$ cat src/rtl/scd_pkg.sv
// Shared types and constants of the serial command deframer.
package scd_pkg;

	// Framing bytes
	localparam logic [7:0] HEADER_BYTE   = 8'hA9;
	localparam logic [7:0] TYPE_ANGLES   = 8'h01;
	localparam logic [7:0] TYPE_RAW      = 8'h02;
	localparam logic [7:0] TYPE_GYRO_OFS = 8'h03;
	localparam logic [7:0] TYPE_MAG      = 8'h04;
	localparam logic [7:0] TYPE_STATUS   = 8'h05;
	localparam logic [7:0] TYPE_HALT     = 8'h06;
	localparam logic [7:0] TYPE_RESUME   = 8'h07;
	localparam logic [7:0] TYPE_GYRO_SCL = 8'h10;
	localparam logic [7:0] TYPE_RST_CAL  = 8'h11;
	localparam logic [7:0] TYPE_SYSRESET = 8'h12;

	// Payload block lengths, one bit wider than the 6-bit index
	localparam logic [6:0] SHORT_BLOCK_BYTES = 7'd12;
	localparam logic [6:0] LONG_BLOCK_BYTES  = 7'd48;

	typedef enum logic [2:0] {
		PH_IDLE = 3'd0,
		PH_TYPE = 3'd1,
		PH_GOFF = 3'd2,
		PH_MAG  = 3'd3,
		PH_GSCL = 3'd4
	} phase_t;

	typedef enum logic [3:0] {
		EV_NONE      = 4'd0,
		EV_ANGLES    = 4'd1,
		EV_RAW       = 4'd2,
		EV_STATUS    = 4'd3,
		EV_HALT      = 4'd4,
		EV_RESUME    = 4'd5,
		EV_RST_CAL   = 4'd6,
		EV_SYSRESET  = 4'd7,
		EV_GOFF_DONE = 4'd8,
		EV_MAG_DONE  = 4'd9,
		EV_GSCL_DONE = 4'd10
	} event_t;

endpackage

$ cat src/rtl/serial_command_deframer_top.sv
// Serial command deframer: header/type parser with payload byte indexing.
//
// Takes one received serial byte per request and returns exactly one result
// per byte. A frame starts with header 0xA9, followed by a type byte. Simple
// commands raise a one-shot event code on event_res; halt and resume also
// set or clear the kept halted level, which comes out of reset as halted and
// shows on output_halted with each result. Calibration types (0x03, 0x10:
// 12 bytes; 0x04: 48 bytes) stream their payload out as payload_valid/
// payload_index/payload_byte, with the completion event on the last byte.
// Unknown types drop back to idle, and a header seen inside a payload is
// taken as data. Throughput is one byte per clock cycle while the output is
// not stalled. A byte is taken into the input register (_s1) when accepted,
// and its result loads the result register (_s2) once the result side can
// take data, with the parser state updated on that same edge; the outputs
// are driven straight from _s2. The result register advances only when the
// result side can take data, and the input register takes a byte only when
// empty or advancing: back-pressure stalls the input without losing a byte.
module serial_command_deframer_top (
	input  logic       clk,
	input  logic       arst_n,
	input  logic       in_valid,
	output logic       in_ready,
	input  logic [7:0] rx_byte,
	output logic       out_valid,
	input  logic       out_ready,
	output logic [3:0] event_res,
	output logic       payload_valid,
	output logic [5:0] payload_index,
	output logic [7:0] payload_byte,
	output logic       output_halted
);

	// input stage
	logic       valid_s1;
	logic [7:0] byte_s1;

	// parser state
	scd_pkg::phase_t phase_q, phase_d;
	logic [5:0]      index_q, index_d;
	logic            halted_q, halted_d;

	// result stage
	logic       valid_s2;
	logic [3:0] event_s2;
	logic       pvalid_s2;
	logic [5:0] pindex_s2;
	logic [7:0] pbyte_s2;
	logic       halted_s2;

	// combinational results
	scd_pkg::event_t ev_d;
	logic            pvalid_d;
	logic [5:0]      pindex_d;
	logic [7:0]      pbyte_d;

	logic       advance;   // result stage can load
	logic       fire;      // byte in s1 is processed this cycle
	logic [6:0] count_nxt;
	logic [6:0] limit;
	logic       block_end;

	assign advance  = !valid_s2 || out_ready;
	assign fire     = valid_s1 && advance;
	assign in_ready = !valid_s1 || advance;

	assign count_nxt = {1'b0, index_q} + 7'd1;
	assign limit     = (phase_q == scd_pkg::PH_MAG) ? scd_pkg::LONG_BLOCK_BYTES
	                                                : scd_pkg::SHORT_BLOCK_BYTES;
	assign block_end = (count_nxt >= limit);

	// Next-state logic
	always_comb begin
		phase_d = scd_pkg::PH_IDLE;
		index_d = index_q;
		unique case (phase_q)
			scd_pkg::PH_TYPE: begin
				unique case (byte_s1)
					scd_pkg::TYPE_GYRO_OFS: phase_d = scd_pkg::PH_GOFF;
					scd_pkg::TYPE_MAG:      phase_d = scd_pkg::PH_MAG;
					scd_pkg::TYPE_GYRO_SCL: phase_d = scd_pkg::PH_GSCL;
					default:                phase_d = scd_pkg::PH_IDLE;
				endcase
			end
			scd_pkg::PH_GOFF, scd_pkg::PH_MAG, scd_pkg::PH_GSCL: begin
				index_d = count_nxt[5:0];
				phase_d = block_end ? scd_pkg::PH_IDLE : phase_q;
			end
			default: begin
				// idle and unused codes: hunt for the header
				if (byte_s1 == scd_pkg::HEADER_BYTE) begin
					phase_d = scd_pkg::PH_TYPE;
					index_d = 6'd0;
				end
			end
		endcase
	end

	// Output logic
	always_comb begin
		ev_d     = scd_pkg::EV_NONE;
		pvalid_d = 1'b0;
		pindex_d = 6'd0;
		pbyte_d  = 8'd0;
		halted_d = halted_q;
		unique case (phase_q)
			scd_pkg::PH_TYPE: begin
				unique case (byte_s1)
					scd_pkg::TYPE_ANGLES:   ev_d = scd_pkg::EV_ANGLES;
					scd_pkg::TYPE_RAW:      ev_d = scd_pkg::EV_RAW;
					scd_pkg::TYPE_STATUS:   ev_d = scd_pkg::EV_STATUS;
					scd_pkg::TYPE_HALT: begin
						ev_d     = scd_pkg::EV_HALT;
						halted_d = 1'b1;
					end
					scd_pkg::TYPE_RESUME: begin
						ev_d     = scd_pkg::EV_RESUME;
						halted_d = 1'b0;
					end
					scd_pkg::TYPE_RST_CAL:  ev_d = scd_pkg::EV_RST_CAL;
					scd_pkg::TYPE_SYSRESET: ev_d = scd_pkg::EV_SYSRESET;
					default:                ev_d = scd_pkg::EV_NONE;
				endcase
			end
			scd_pkg::PH_GOFF, scd_pkg::PH_MAG, scd_pkg::PH_GSCL: begin
				pvalid_d = 1'b1;
				pindex_d = index_q;
				pbyte_d  = byte_s1;
				if (block_end) begin
					unique case (phase_q)
						scd_pkg::PH_GOFF: ev_d = scd_pkg::EV_GOFF_DONE;
						scd_pkg::PH_MAG:  ev_d = scd_pkg::EV_MAG_DONE;
						default:          ev_d = scd_pkg::EV_GSCL_DONE;
					endcase
				end
			end
			default: ev_d = scd_pkg::EV_NONE;
		endcase
	end

	// Control registers
	always_ff @(posedge clk or negedge arst_n) begin
		if (!arst_n) begin
			valid_s1 <= 1'b0;
			valid_s2 <= 1'b0;
			phase_q  <= scd_pkg::PH_IDLE;
			index_q  <= 6'd0;
			halted_q <= 1'b1;
		end else begin
			if (in_ready)
				valid_s1 <= in_valid;
			if (advance)
				valid_s2 <= valid_s1;
			if (fire) begin
				phase_q  <= phase_d;
				index_q  <= index_d;
				halted_q <= halted_d;
			end
		end
	end

	// Payload registers
	always_ff @(posedge clk) begin
		if (in_valid && in_ready)
			byte_s1 <= rx_byte;
		if (fire) begin
			event_s2  <= ev_d;
			pvalid_s2 <= pvalid_d;
			pindex_s2 <= pindex_d;
			pbyte_s2  <= pbyte_d;
			halted_s2 <= halted_d;
		end
	end

	assign out_valid     = valid_s2;
	assign event_res     = event_s2;
	assign payload_valid = pvalid_s2;
	assign payload_index = pindex_s2;
	assign payload_byte  = pbyte_s2;
	assign output_halted = halted_s2;

endmodule

$ cat config.mk
export PLATFORM = sky130hd
export DESIGN_NAME = serial_command_deframer_top
export DESIGN_NICKNAME = d
export VERILOG_FILES = /design/src/rtl/scd_pkg.sv /design/src/rtl/serial_command_deframer_top.sv
export SDC_FILE = /design/constraint.sdc
export NUM_CORES = 1
export LEC_CHECK = 0
export ABC_AREA = 1
export BUFFER_PORTS_ARGS = -buffer_cell sky130_fd_sc_hd__clkbuf_2
export CORE_MARGIN = 2
export CORE_UTILIZATION = 59
export CTS_CLUSTER_DIAMETER = 60
export DETAILED_ROUTE_END_ITERATION = 12
export MAX_ROUTING_LAYER = met4
export PLACE_DENSITY = 0.95
export SYNTH_ARGS = -nofsm -noshare
export SYNTH_HDL_FRONTEND = slang
export SYNTH_SLANG_ARGS = --single-unit
export TNS_END_PERCENT = 5
$ cat constraint.sdc
create_clock -name clk -period 5.26 [get_ports clk]
set_clock_uncertainty 0.15 [all_clocks]
set_input_delay 1.052 -clock clk [delete_from_list [all_inputs] [get_ports clk]]
set_output_delay 1.052 -clock clk [all_outputs]
set_load 0.1 [all_outputs]
* Word-level counts from Yosys, hierarchy flattened
Index checks and enable logic that the tools add are counted.
** Cells by class
- $add $sub $neg :: 1
- Magnitude comparators :: 1
- Equal/unequal tests :: 16
- Mux-type cells :: 14
- Bitwise gates (word level) :: 1
- Reductions and logical operators :: 10
** Operator list (number)
- == test 8 x 3 -> 1 bit (second input constant) :: 4
- == test 8 x 5 -> 1 bit (second input constant) :: 3
- one-hot mux 3 bit (7 select lines) :: 1
- == test 8 x 2 -> 1 bit (second input constant) :: 2
- 2-to-1 mux 6 bit :: 2
- one-hot mux 6 bit (2 select lines) :: 1
- one-hot mux 3 bit (3 select lines) :: 1
- == test 8 x 1 -> 1 bit (second input constant) :: 1
- == test 8 bit (second input constant) :: 1
- one-hot mux 4 bit (2 select lines) :: 1
- adder 6 x 1 -> 7 bit (second input constant) :: 1
- greater-or-equal comparator 7 x 6 -> 1 bit :: 1
- == test 3 x 2 -> 1 bit (second input constant) :: 2
- one-hot mux 3 bit (2 select lines) :: 1
- 2-to-1 mux 4 bit :: 1
- one-hot mux 2 bit (2 select lines) :: 1
- == test 3 x 1 -> 1 bit (second input constant) :: 1
- == test 3 bit (second input constant) :: 1
- 2-to-1 mux 1 bit :: 3
- 2-to-1 mux 3 bit :: 1
- AND reduction 3 bit :: 1
- OR reduction 3 bit :: 1
- logical AND 1 bit :: 2
- logical NOT 1 bit :: 2
- other kinds (6) :: 7
** Word-level totals
- Flip-flop bits (word level) :: 40
- Output and inout bits :: 22
- Logic and storage cells :: 54

* Logic depth before layout (Yosys ltp)
Gate-level depths: netlist (run 1).
- Depth after elaboration :: 5
- Depth in mapped cells :: 13

* Worst setup path before layout (run 1)
OpenSTA, ideal clock, no wires.
- Kind :: reg2out
- From :: reg valid_s2, in the netlist out_valid
- To :: out in_ready
- Arrival time :: 1.941 ns
- Slack :: 2.117 ns
- Cell stages (with the launch flop) :: 2
- Path buffers :: 0
- Path through :: dfrtp_1 > nand3_1
** On the way
- Cells in the longest elaborated chain, start to end :: 3
** RTL lines
- start, declared :: line serial_command_deframer_top.sv:43 : logic valid_s2;
- start signal, assigned :: line serial_command_deframer_top.sv:152 : valid_s2 <= valid_s1;
- logical NOT 1 bit :: line serial_command_deframer_top.sv:62 : assign advance = !valid_s2 || out_ready;
- logical OR 1 bit :: line serial_command_deframer_top.sv:62
- logical OR 1 bit :: line serial_command_deframer_top.sv:64 : assign in_ready = !valid_s1 || advance;
- end, declared :: line serial_command_deframer_top.sv:22 : output logic in_ready,
Every way passes these cells.

* Worst setup path in the final report (run 1)
- From :: in out_ready
- To :: out in_ready
** On the way
- Cells in the longest elaborated chain, start to end :: 2
** RTL lines
- start, declared :: line serial_command_deframer_top.sv:25 : input logic out_ready,
- logical OR 1 bit :: line serial_command_deframer_top.sv:62
- logical OR 1 bit :: line serial_command_deframer_top.sv:64
Every way passes these cells.

==> flow_summary.toml, run 1 <==
[run_status]
status = "finished clean"

[routing]
antenna_left = 0
avgRoutedWirePerCell_um = 11.1
wl_mm = 3.02
vias = 1381
drt_iter0_markers = 56
vias_per_cell = 5.06
drc_errors = 0
drt-pass1-iter-count = 4

[sta]
timing.final.crit_share = 0.557
min_period_ns = 2.93
rsz0062_at_grt = "false"
finalHoldViolCount = 0
setup_viol = 0
slew_viol_final = 0
whs_ns = 0.330
max-slew-margin-rel = 0.433
worstMarginPinSlew_ns = 0.845
finalSetupTns_ns = 0
fmax_mhz = 341

[layout]
fin_util = 0.706
diodes = 0
area_growth_pct = 14.2
layout_commonest_cell = "nand2_1"
drive_gt1_frac = 0.214
finalNetCount = 245
layout_common_cells = "nand2_1, clkbuf_2, edfxtp_1"
fin_area_sq_um = 2140

[global_route]
grt_pass1_wl_mm = 4.96
grt_pass1_vias = 1168
grt_max_degree = 29
grtUsageTotal = 0.194
globalRouteOverflowTotal = 0
antenna_found_initial = 0

[synthesis]
ys_ff_latch = 40
synth_nets = 206
ys_seq_area_frac = 0.610
ys_warn_count = 0
synth_top_family_by_area = "simple AND/OR/NAND/NOR gates"
synth-compound-area-share = 0.0468
synth_fa_ha_area_frac = 0.0334
synth-simple-area-share = 0.235
muxShareOfSynthArea = 0
synth_area_per_cell_sq_um = 9.91
synth_area_sq_um = 1870
synth_cell_types = 25
synth-xor-area-share = 0.0140
synth_cells = 189

[cts]
cts_sinks = 40
numCtsBuffers = 5
cts_buffer_depth = 2
cts_tree = "yes"
cts_resized = 0
clk_pin_slew_ns = 0.11
clk_latency_ns = 0.34
ctsHtreeMaxLevel = 2
hold_buffers = 0
postCtsSetupBuffers = 0
ctsRootBufferMaster = "clkbuf_4"

[place]
gp_routability_congestion = 0.862
dpl_cell_area_sq_um = 2090
dp_hpwl_mm = 2.23
portBuffers = 33

[die]
die_y_um = 60.3
die_area_sq_um = 3640
dieWidth_um = 60.3
rows = 20
start_util = 0.619
core_sq_um = 3030
ioPinCount = 34

[critical_path]
cp-end-kind = "primary output"
required_ns = 4.06
crit_arrival_ns = 1.73
critPathLaunchType = "input port"
crit_type = "in -> out"
cp_max_fo = 3

[pwr]
power_density_nw_per_um2 = 331
finalPower_mw = 0.709
leakage_nw = 0.974
peakVddDrop_v = 0.000258

[run]
max-cap-violations = 0

[worst_hold_path]
hold_class = "reg -> reg"
[layer usage]
layer | vias to the layer above | GRT usage | wire, um
li1 | 708 | - | -
met4 | 0 | 0.0730 | 51
met3 | 5 | 0.0469 | 184
met5 | - | - | 0
met1 | 613 | 0.240 | 1330
met2 | 55 | 0.311 | 1460
[area by class of cell]
cell class,count,area [sq um]
clock buffers,7,45.0
multi-input cells,119,617
flip-flops and latches,40,1140
repair buffers,33,165
clock inverters,1,5.00
fillers,206,890
well taps,44,55.1
inverters,29,109
[stage by stage]
step	instances	setup slack, ns
2_1_floorplan	189	2.12
3_3_place_gp	265	2.33
3_5_place_dp	265	2.33
4_1_cts	273	2.33
5_1_grt	273	2.29
6_report	273	2.33
[cell usage after synthesis]
master	number	share of area
a21oi_1	3	0.0080
buf_2	1	0.0027
clkinv_1	1	0.0020
dfrtp_1	11	0.15
dfstp_2	1	0.014
edfxtp_1	28	0.45
ha_1	5	0.033
inv_1	27	0.054
inv_2	1	0.0020
nand2_1	45	0.090
nand3_1	16	0.043
nand3_2	2	0.011
nand4_1	5	0.017
nor2_1	24	0.048
nor2_2	1	0.0033
nor2_4	1	0.0060
nor3_1	2	0.0053
nor3_2	1	0.0053
nor4_2	1	0.0067
o211ai_2	1	0.0067
o21ai_0	7	0.019
o21ai_4	1	0.0087
o221ai_1	1	0.0047
xnor2_1	1	0.0047
xor2_1	2	0.0094
[registers in the layout, indices dropped and copies added (netlist names)]
signal         count
payload_byte       8
payload_valid      1
output_halted      1
phase_q            3
valid_s1           1
event_res          4
payload_index      6
halted_q           1
out_valid          1
index_q            6
byte_s1            8
[power by group]
part / switching [mW] / internal (mW)
sequential: 0.00921 / 0.366
combinational: 0.170 / 0.0189
clock: 0.0916 / 0.0521
[critical path, cell delays in order]
cell and delay (ns):
clkbuf_2 0.07, inv_1 0.04, nand3_1 0.09, clkbuf_2 0.47
[path summary, 6_finish.rpt]
check                      depth (start not counted)  slack [ns]            to  startpoint
max                                                4        2.33      in_ready   out_ready
min                                                2        0.33      halted_q    halted_q
max reg2reg                                       12        3.00  event_res[0]  index_q[2]
min reg2reg                                        2        0.33      halted_q    halted_q
max in group asynchronous                          1        4.26      halted_q      arst_n
min in group asynchronous                          1        0.42    phase_q[2]      arst_n
[cell families (layout without fill, tap and decap cells)]
family / after synthesis / in the layout
compound gates: 13 / 13
fa+ha+maj: 5 / 5
buf+inv: 30 / 70
flops: 40 / 40
xor+xnor: 3 / 3
simple gates: 98 / 98
Note: power is estimated with default switching activity, not from simulation.
==> run 2, diff against run 1 <==
--- a/config.mk
+++ b/config.mk
@@ -5,14 +5,14 @@
 export SDC_FILE = /design/constraint.sdc
 export NUM_CORES = 1
 export LEC_CHECK = 0
-export ABC_AREA = 1
+export ABC_AREA = 0
 export BUFFER_PORTS_ARGS = -buffer_cell sky130_fd_sc_hd__clkbuf_2
 export CORE_MARGIN = 2
-export CORE_UTILIZATION = 59
+export CORE_UTILIZATION = 49
 export CTS_CLUSTER_DIAMETER = 60
 export DETAILED_ROUTE_END_ITERATION = 12
 export MAX_ROUTING_LAYER = met4
-export PLACE_DENSITY = 0.95
+export PLACE_DENSITY = 0.85
 export SYNTH_ARGS = -nofsm -noshare
 export SYNTH_HDL_FRONTEND = slang
 export SYNTH_SLANG_ARGS = --single-unit
==> constraint.sdc (replaced) <==
create_clock -name clk -period 2.5 [get_ports clk]
set_clock_uncertainty 0.15 [all_clocks]
set_input_delay 0.5 -clock clk [delete_from_list [all_inputs] [get_ports clk]]
set_output_delay 0.5 -clock clk [all_outputs]
set_load 0.1 [all_outputs]
==> flow_summary.toml, run 2 <==
[place]
gp_routability_congestion = 0.924
pre_cts_ws_ns = -0.0552
dpl_cell_area_sq_um = 2140
dp_hpwl_mm = 2.64
portBuffers = 33

[cts]
cts_sinks = 40
clk_latency_ns = 0.29
ctsRootBufferMaster = "clkbuf_8"
cts_tree = "yes"
numCtsBuffers = 5
ctsHtreeMaxLevel = 2
cts_buffer_depth = 2
clk_pin_slew_ns = 0.08

[synthesis]
synth_cells = 146
synth_common_cells = "edfxtp_1, and2_1, dfrtp_1"
ys_ff_latch = 40
async_reset_ff_frac = 0.300
synth_nets = 163
synth_area_sq_um = 1860
synth_ff_type = "edfxtp_1"
ys_seq_area_frac = 0.615
synth_edf_count = 28
synth_area_per_cell_sq_um = 12.7
synth.area.top_cells = "edfxtp_1, dfrtp_1, and2_1"
ys_warn_count = 0
synth_cell_types = 42
synth.most_common_cell = "edfxtp_1"
synth_top_area_frac = 0.453
yosysTopAreaCell = "edfxtp_1"

[die]
rows = 22
core_sq_um = 3660
ioPinCount = 34
die_y_um = 65.6
start_util = 0.508
dieWidth_um = 65.6
die_area_sq_um = 4300

[layout]
regArea_sq_um = 1140
diodes = 0
layout_commonest_cell = "clkbuf_2"
area_growth_pct = 24.4
finalNetCount = 214
fin_area_sq_um = 2310
drive_gt1_frac = 0.333
multiInputGateArea_sq_um = 713
fill_cells = 258
layout_common_cells = "clkbuf_2, edfxtp_1, and2_1"

[critical_path]
cp_slowest_cell = "dfrtp_1"
critPathLaunchType = "flop"
reg2reg_depth = 7
max_stage_delay_ns = 0.43
crit_chain = "ha_2 > xnor2_1 > ha_1 > a311o_1 > maj3_2 > a21oi_4 > o22ai_1"
r2r-end = "event_res[1]"
cp_num_cells = 7
cp_max_fo = 4
path_delay_family = "adder cells"
timing.rr.start = "index_q[1]"
cp.buffers_inverters = 0
crit_arrival_ns = 2.39
cp-end-kind = "flop"
crit_type = "reg -> reg"
required_ns = 2.39
reg2reg_slack_ns = 0.003

[sta]
slew_viol_final = 0
rsz0062_at_grt = "true"
worstMarginPinSlew_ns = 0.551
finalHoldViolCount = 0
setup_viol = 0
max-slew-margin-rel = 0.635
setup_slack_ns = 0.00277
fmax_mhz = 400
finalSetupTns_ns = 0
min_period_ns = 2.50
timing.final.crit_share = 0.999

[worst_hold_path]
hold_depth = 1
hold_class = "in -> reg"
holdPathEnd = "byte_s1[4]"
hp-start = "rx_byte[4]"

[run]
max-cap-violations = 0

[global_route]
antenna_found_initial = 0
grt_max_degree = 21
globalRouteOverflowTotal = 0
grt_pass1_vias = 1357
grtUsageTotal = 0.204
grt_pass1_wl_mm = 6.30

[routing]
wl_mm = 3.92
drt_iter0_markers = 120
vias_per_cell = 5.81
drc_errors = 0
avgRoutedWirePerCell_um = 15.9
vias = 1429
drt-pass1-iter-count = 4
antenna_left = 0

[pwr]
finalPower_mw = 2.75
leakage_nw = 0.959
peakVddDrop_v = 0.000508
power_density_nw_per_um2 = 1190

[run_status]
status = "finished clean"
run 2: cell families (layout without fill, tap and decap cells):
family	count (synthesis)	after routing	synth area share
muxes	2	2	0.0108
buffers and inverters	7	59	0.0155
AOI/OAI and AO/OA	29	29	0.108
adders and majority gates	6	6	0.0391
and+or+nand+nor	58	58	0.193
DFF	40	40	0.615
xor gates and xnor gates	4	4	0.0189
run 2: worst reg2reg max path: stages (launching register included):
cell and delay, ns:
dfrtp_1 0.43, ha_2 0.22, xnor2_1 0.16, ha_1 0.26, a311o_1 0.38, maj3_2 0.36
a21oi_4 0.18, o22ai_1 0.12
run 2: report_power, final:
group / leakage (nW) / internal (mW) / total (mW) / switching (mW)
clock: 0.0552 / 0.296 / 0.512 / 0.216
sequential: 0.418 / 0.870 / 0.953 / 0.0836
combinational: 0.486 / 0.407 / 1.29 / 0.881
run 2: worst max-delay path by stage:
stage | from | end
after global routing | index_q[0] | event_res[1]
after CTS | index_q[0] | event_res[1]
final | index_q[1] | event_res[1]
after floorplan | index_q[0] | event_res[1]
after detailed placement | index_q[1] | event_res[1]
after global placement | index_q[0] | event_res[1]
run 2: timing repair:
item / 4_1_cts / 5_1_grt
gates resized for setup: 4 / 1
hold endpoints to repair: 11 / 0
setup endpoints to repair: 3 / 3
buffers inserted: 3 / 1
pin swaps: 1 / 0
hold buffers: 1 / 0
run 2: through the flow:
step                hold slack, ns  utilization  cells
global route                 0.224        0.632    246
CTS                          0.231        0.627    245
floorplan                   0.0544            -    146
detailed placement           0.257        0.585    233
finish                       0.232        0.632    246
global placement             0.248        0.585    233
run 2: per-layer routing:
layer | vias up | wire length (um) | GRT usage
met5 | - | 0 | -
met4 | 0 | 158 | 0.117
met3 | 17 | 265 | 0.0548
met2 | 77 | 1940 | 0.320
met1 | 690 | 1550 | 0.236
li1 | 645 | - | -
run 2: layout make-up:
cell class	count	share of cell area
Clock inverter	2	0.0152
Multi-Input combinational cell	99	0.308
Inverter	4	0.00649
Clock buffer	6	0.0314
Timing Repair Buffer	47	0.118
Sequential cell	40	0.495
Tap cell	48	0.0260
==> run 3, diff against run 2 <==
==> constraint.sdc (replaced) <==
create_clock -name clk -period 2.5 [get_ports clk]
set_clock_uncertainty 0.15 [all_clocks]
set_input_delay 0.25 -clock clk [delete_from_list [all_inputs] [get_ports clk]]
set_output_delay 0.25 -clock clk [all_outputs]
set_load 0.1 [all_outputs]
==> flow_summary.toml, run 3 (synthesized netlist as in run 2, its figures left out) <==
[run_status]
status = "finished clean"

[critical_path]
critPathLaunchType = "flop"
crit_chain = "nand3_2 > xnor2_2 > ha_1 > nor2b_1 > a311o_1 > maj3_2 > a21oi_4 > o22ai_1"
required_ns = 2.40
cp_slowest_cell = "dfrtp_1"
max_stage_delay_ns = 0.41
path_delay_family = "adder cells"
reg2reg_slack_ns = 0.02
timing.rr.start = "index_q[1]"
crit_type = "reg -> reg"
r2r-end = "event_res[1]"
cp_max_fo = 4
reg2reg_depth = 8
cp_num_cells = 8
cp.buffers_inverters = 0
crit_end = "event_res[1]"
crit_start = "index_q[1]"
crit_arrival_ns = 2.38
cp-end-kind = "flop"

[global_route]
grt_pass1_vias = 1323
globalRouteOverflowTotal = 0
antenna_found_initial = 0
grt_max_degree = 17
grt_pass1_wl_mm = 6.28
grtUsageTotal = 0.203

[layout]
fin_util = 0.666
layout_common_cells = "clkbuf_2, edfxtp_1, buf_4"
drive_gt1_frac = 0.332
multiInputGateArea_sq_um = 721
fill_cells = 251
layout.cells.non_filler = 256
finalNetCount = 224
layout_commonest_cell = "clkbuf_2"
area_growth_pct = 31.3
regArea_sq_um = 1140
diodes = 0

[cts]
numCtsBuffers = 5
clk_latency_ns = 0.30
cts_sinks = 40
cts_tree = "yes"
ctsHtreeMaxLevel = 2
clk_pin_slew_ns = 0.08
ctsRootBufferMaster = "clkbuf_8"
cts_buffer_depth = 2

[pwr]
finalPower_mw = 2.90
power.share.clock = 0.213
p_sw_frac = 0.408
power_frac_seq = 0.329
internal_power_mw = 1.72
power_density_nw_per_um2 = 1190
netSwitchingPower_mw = 1.18
peakVddDrop_v = 0.000640
leakage_nw = 1.01
p_comb_frac = 0.459

[die]
start_util = 0.508
rows = 22
ioPinCount = 34
dieWidth_um = 65.6
die_area_sq_um = 4300
core_sq_um = 3660
die_y_um = 65.6

[routing]
drt_iter0_markers = 111
vias = 1410
avgRoutedWirePerCell_um = 15.4
wl_mm = 3.93
drc_errors = 0
vias_per_cell = 5.51
drt-pass1-iter-count = 4
antenna_left = 0

[sta]
min_period_ns = 2.48
worstMarginPinSlew_ns = 0.544
rsz0062_at_grt = "true"
max-slew-margin-rel = 0.639
finalHoldViolCount = 0
timing.final.crit_share = 0.993
fmax_mhz = 403
setup_viol = 0
slew_viol_final = 0

[run]
max-cap-violations = 0

[place]
portBuffers = 33
dp_hpwl_mm = 2.54
gp_routability_congestion = 0.935
dp.cells = 234

[worst_hold_path]
hold_class = "in -> reg"
## run 3: routing by layer
metal	wire length (um)	vias to the layer above	global-route usage
met5	0	-	-
met4	129	0	0.0833
met3	238	14	0.0428
met2	2000	57	0.341
met1	1560	677	0.239
li1	-	662	-
## run 3: final cells by class
| type | instances | area share |
|---|---|---|
| inverters | 4 | 0.00615 |
| clock buffers | 6 | 0.0297 |
| clock inverters | 2 | 0.0246 |
| repair buffers | 57 | 0.151 |
| multi-input cells | 99 | 0.295 |
| flip-flops and latches | 40 | 0.469 |
| well taps | 48 | 0.0246 |
## run 3: worst register-to-register path: stages (launching register included)
cell     delay, ns
dfrtp_1       0.41
nand3_2       0.12
xnor2_2       0.20
ha_1          0.27
nor2b_1       0.13
a311o_1       0.30
maj3_2        0.36
a21oi_4       0.19
o22ai_1       0.11
## run 3: per-stage QoR
stage               hold slack, ns  setup WS [ns]  setup TNS, ns  cell area [sq um]
floorplan                   -0.196       -0.00708       -0.00708               1860
global placement          0.000303         0.0153              0               2150
detailed placement         0.00744        -0.0962         -0.221               2150
CTS                        0.00725         0.0328              0               2420
global route                0.0137        -0.0661         -0.175               2440
finish                      0.0105         0.0171              0               2440
## run 3: timing repair
action,4_1_cts,5_1_grt
endpoints found under the hold margin,20,0
resized for setup,4,2
endpoints found under the setup margin,5,6
setup buffers,4,1
hold buffers,9,0
pin swaps,1,3
## run 3: power groups by stage
stage	Combinational, mW	Sequential [mW]	Clock (mW)
after floorplan	0.454	1.40	0
after global placement	1.14	0.950	0
after detailed placement	1.18	0.961	0
after CTS	1.27	0.948	0.624
after global routing	1.42	0.964	0.652
final	1.33	0.953	0.616
## run 3: how the worst min path moves through the flow
| stage | cells past startpoint | slack [ns] | from | end |
|---|---|---|---|---|
| finish | 2 | 0.01 | in_valid | valid_s1 |
| global route | 2 | 0.01 | in_valid | valid_s1 |
| CTS | 2 | 0.007 | in_valid | valid_s1 |
| detailed placement | 1 | 0.007 | arst_n | index_q[3] |
| global placement | 1 | 0.0003 | arst_n | index_q[3] |
| floorplan | 0 | -0.20 | arst_n | index_q[0] |
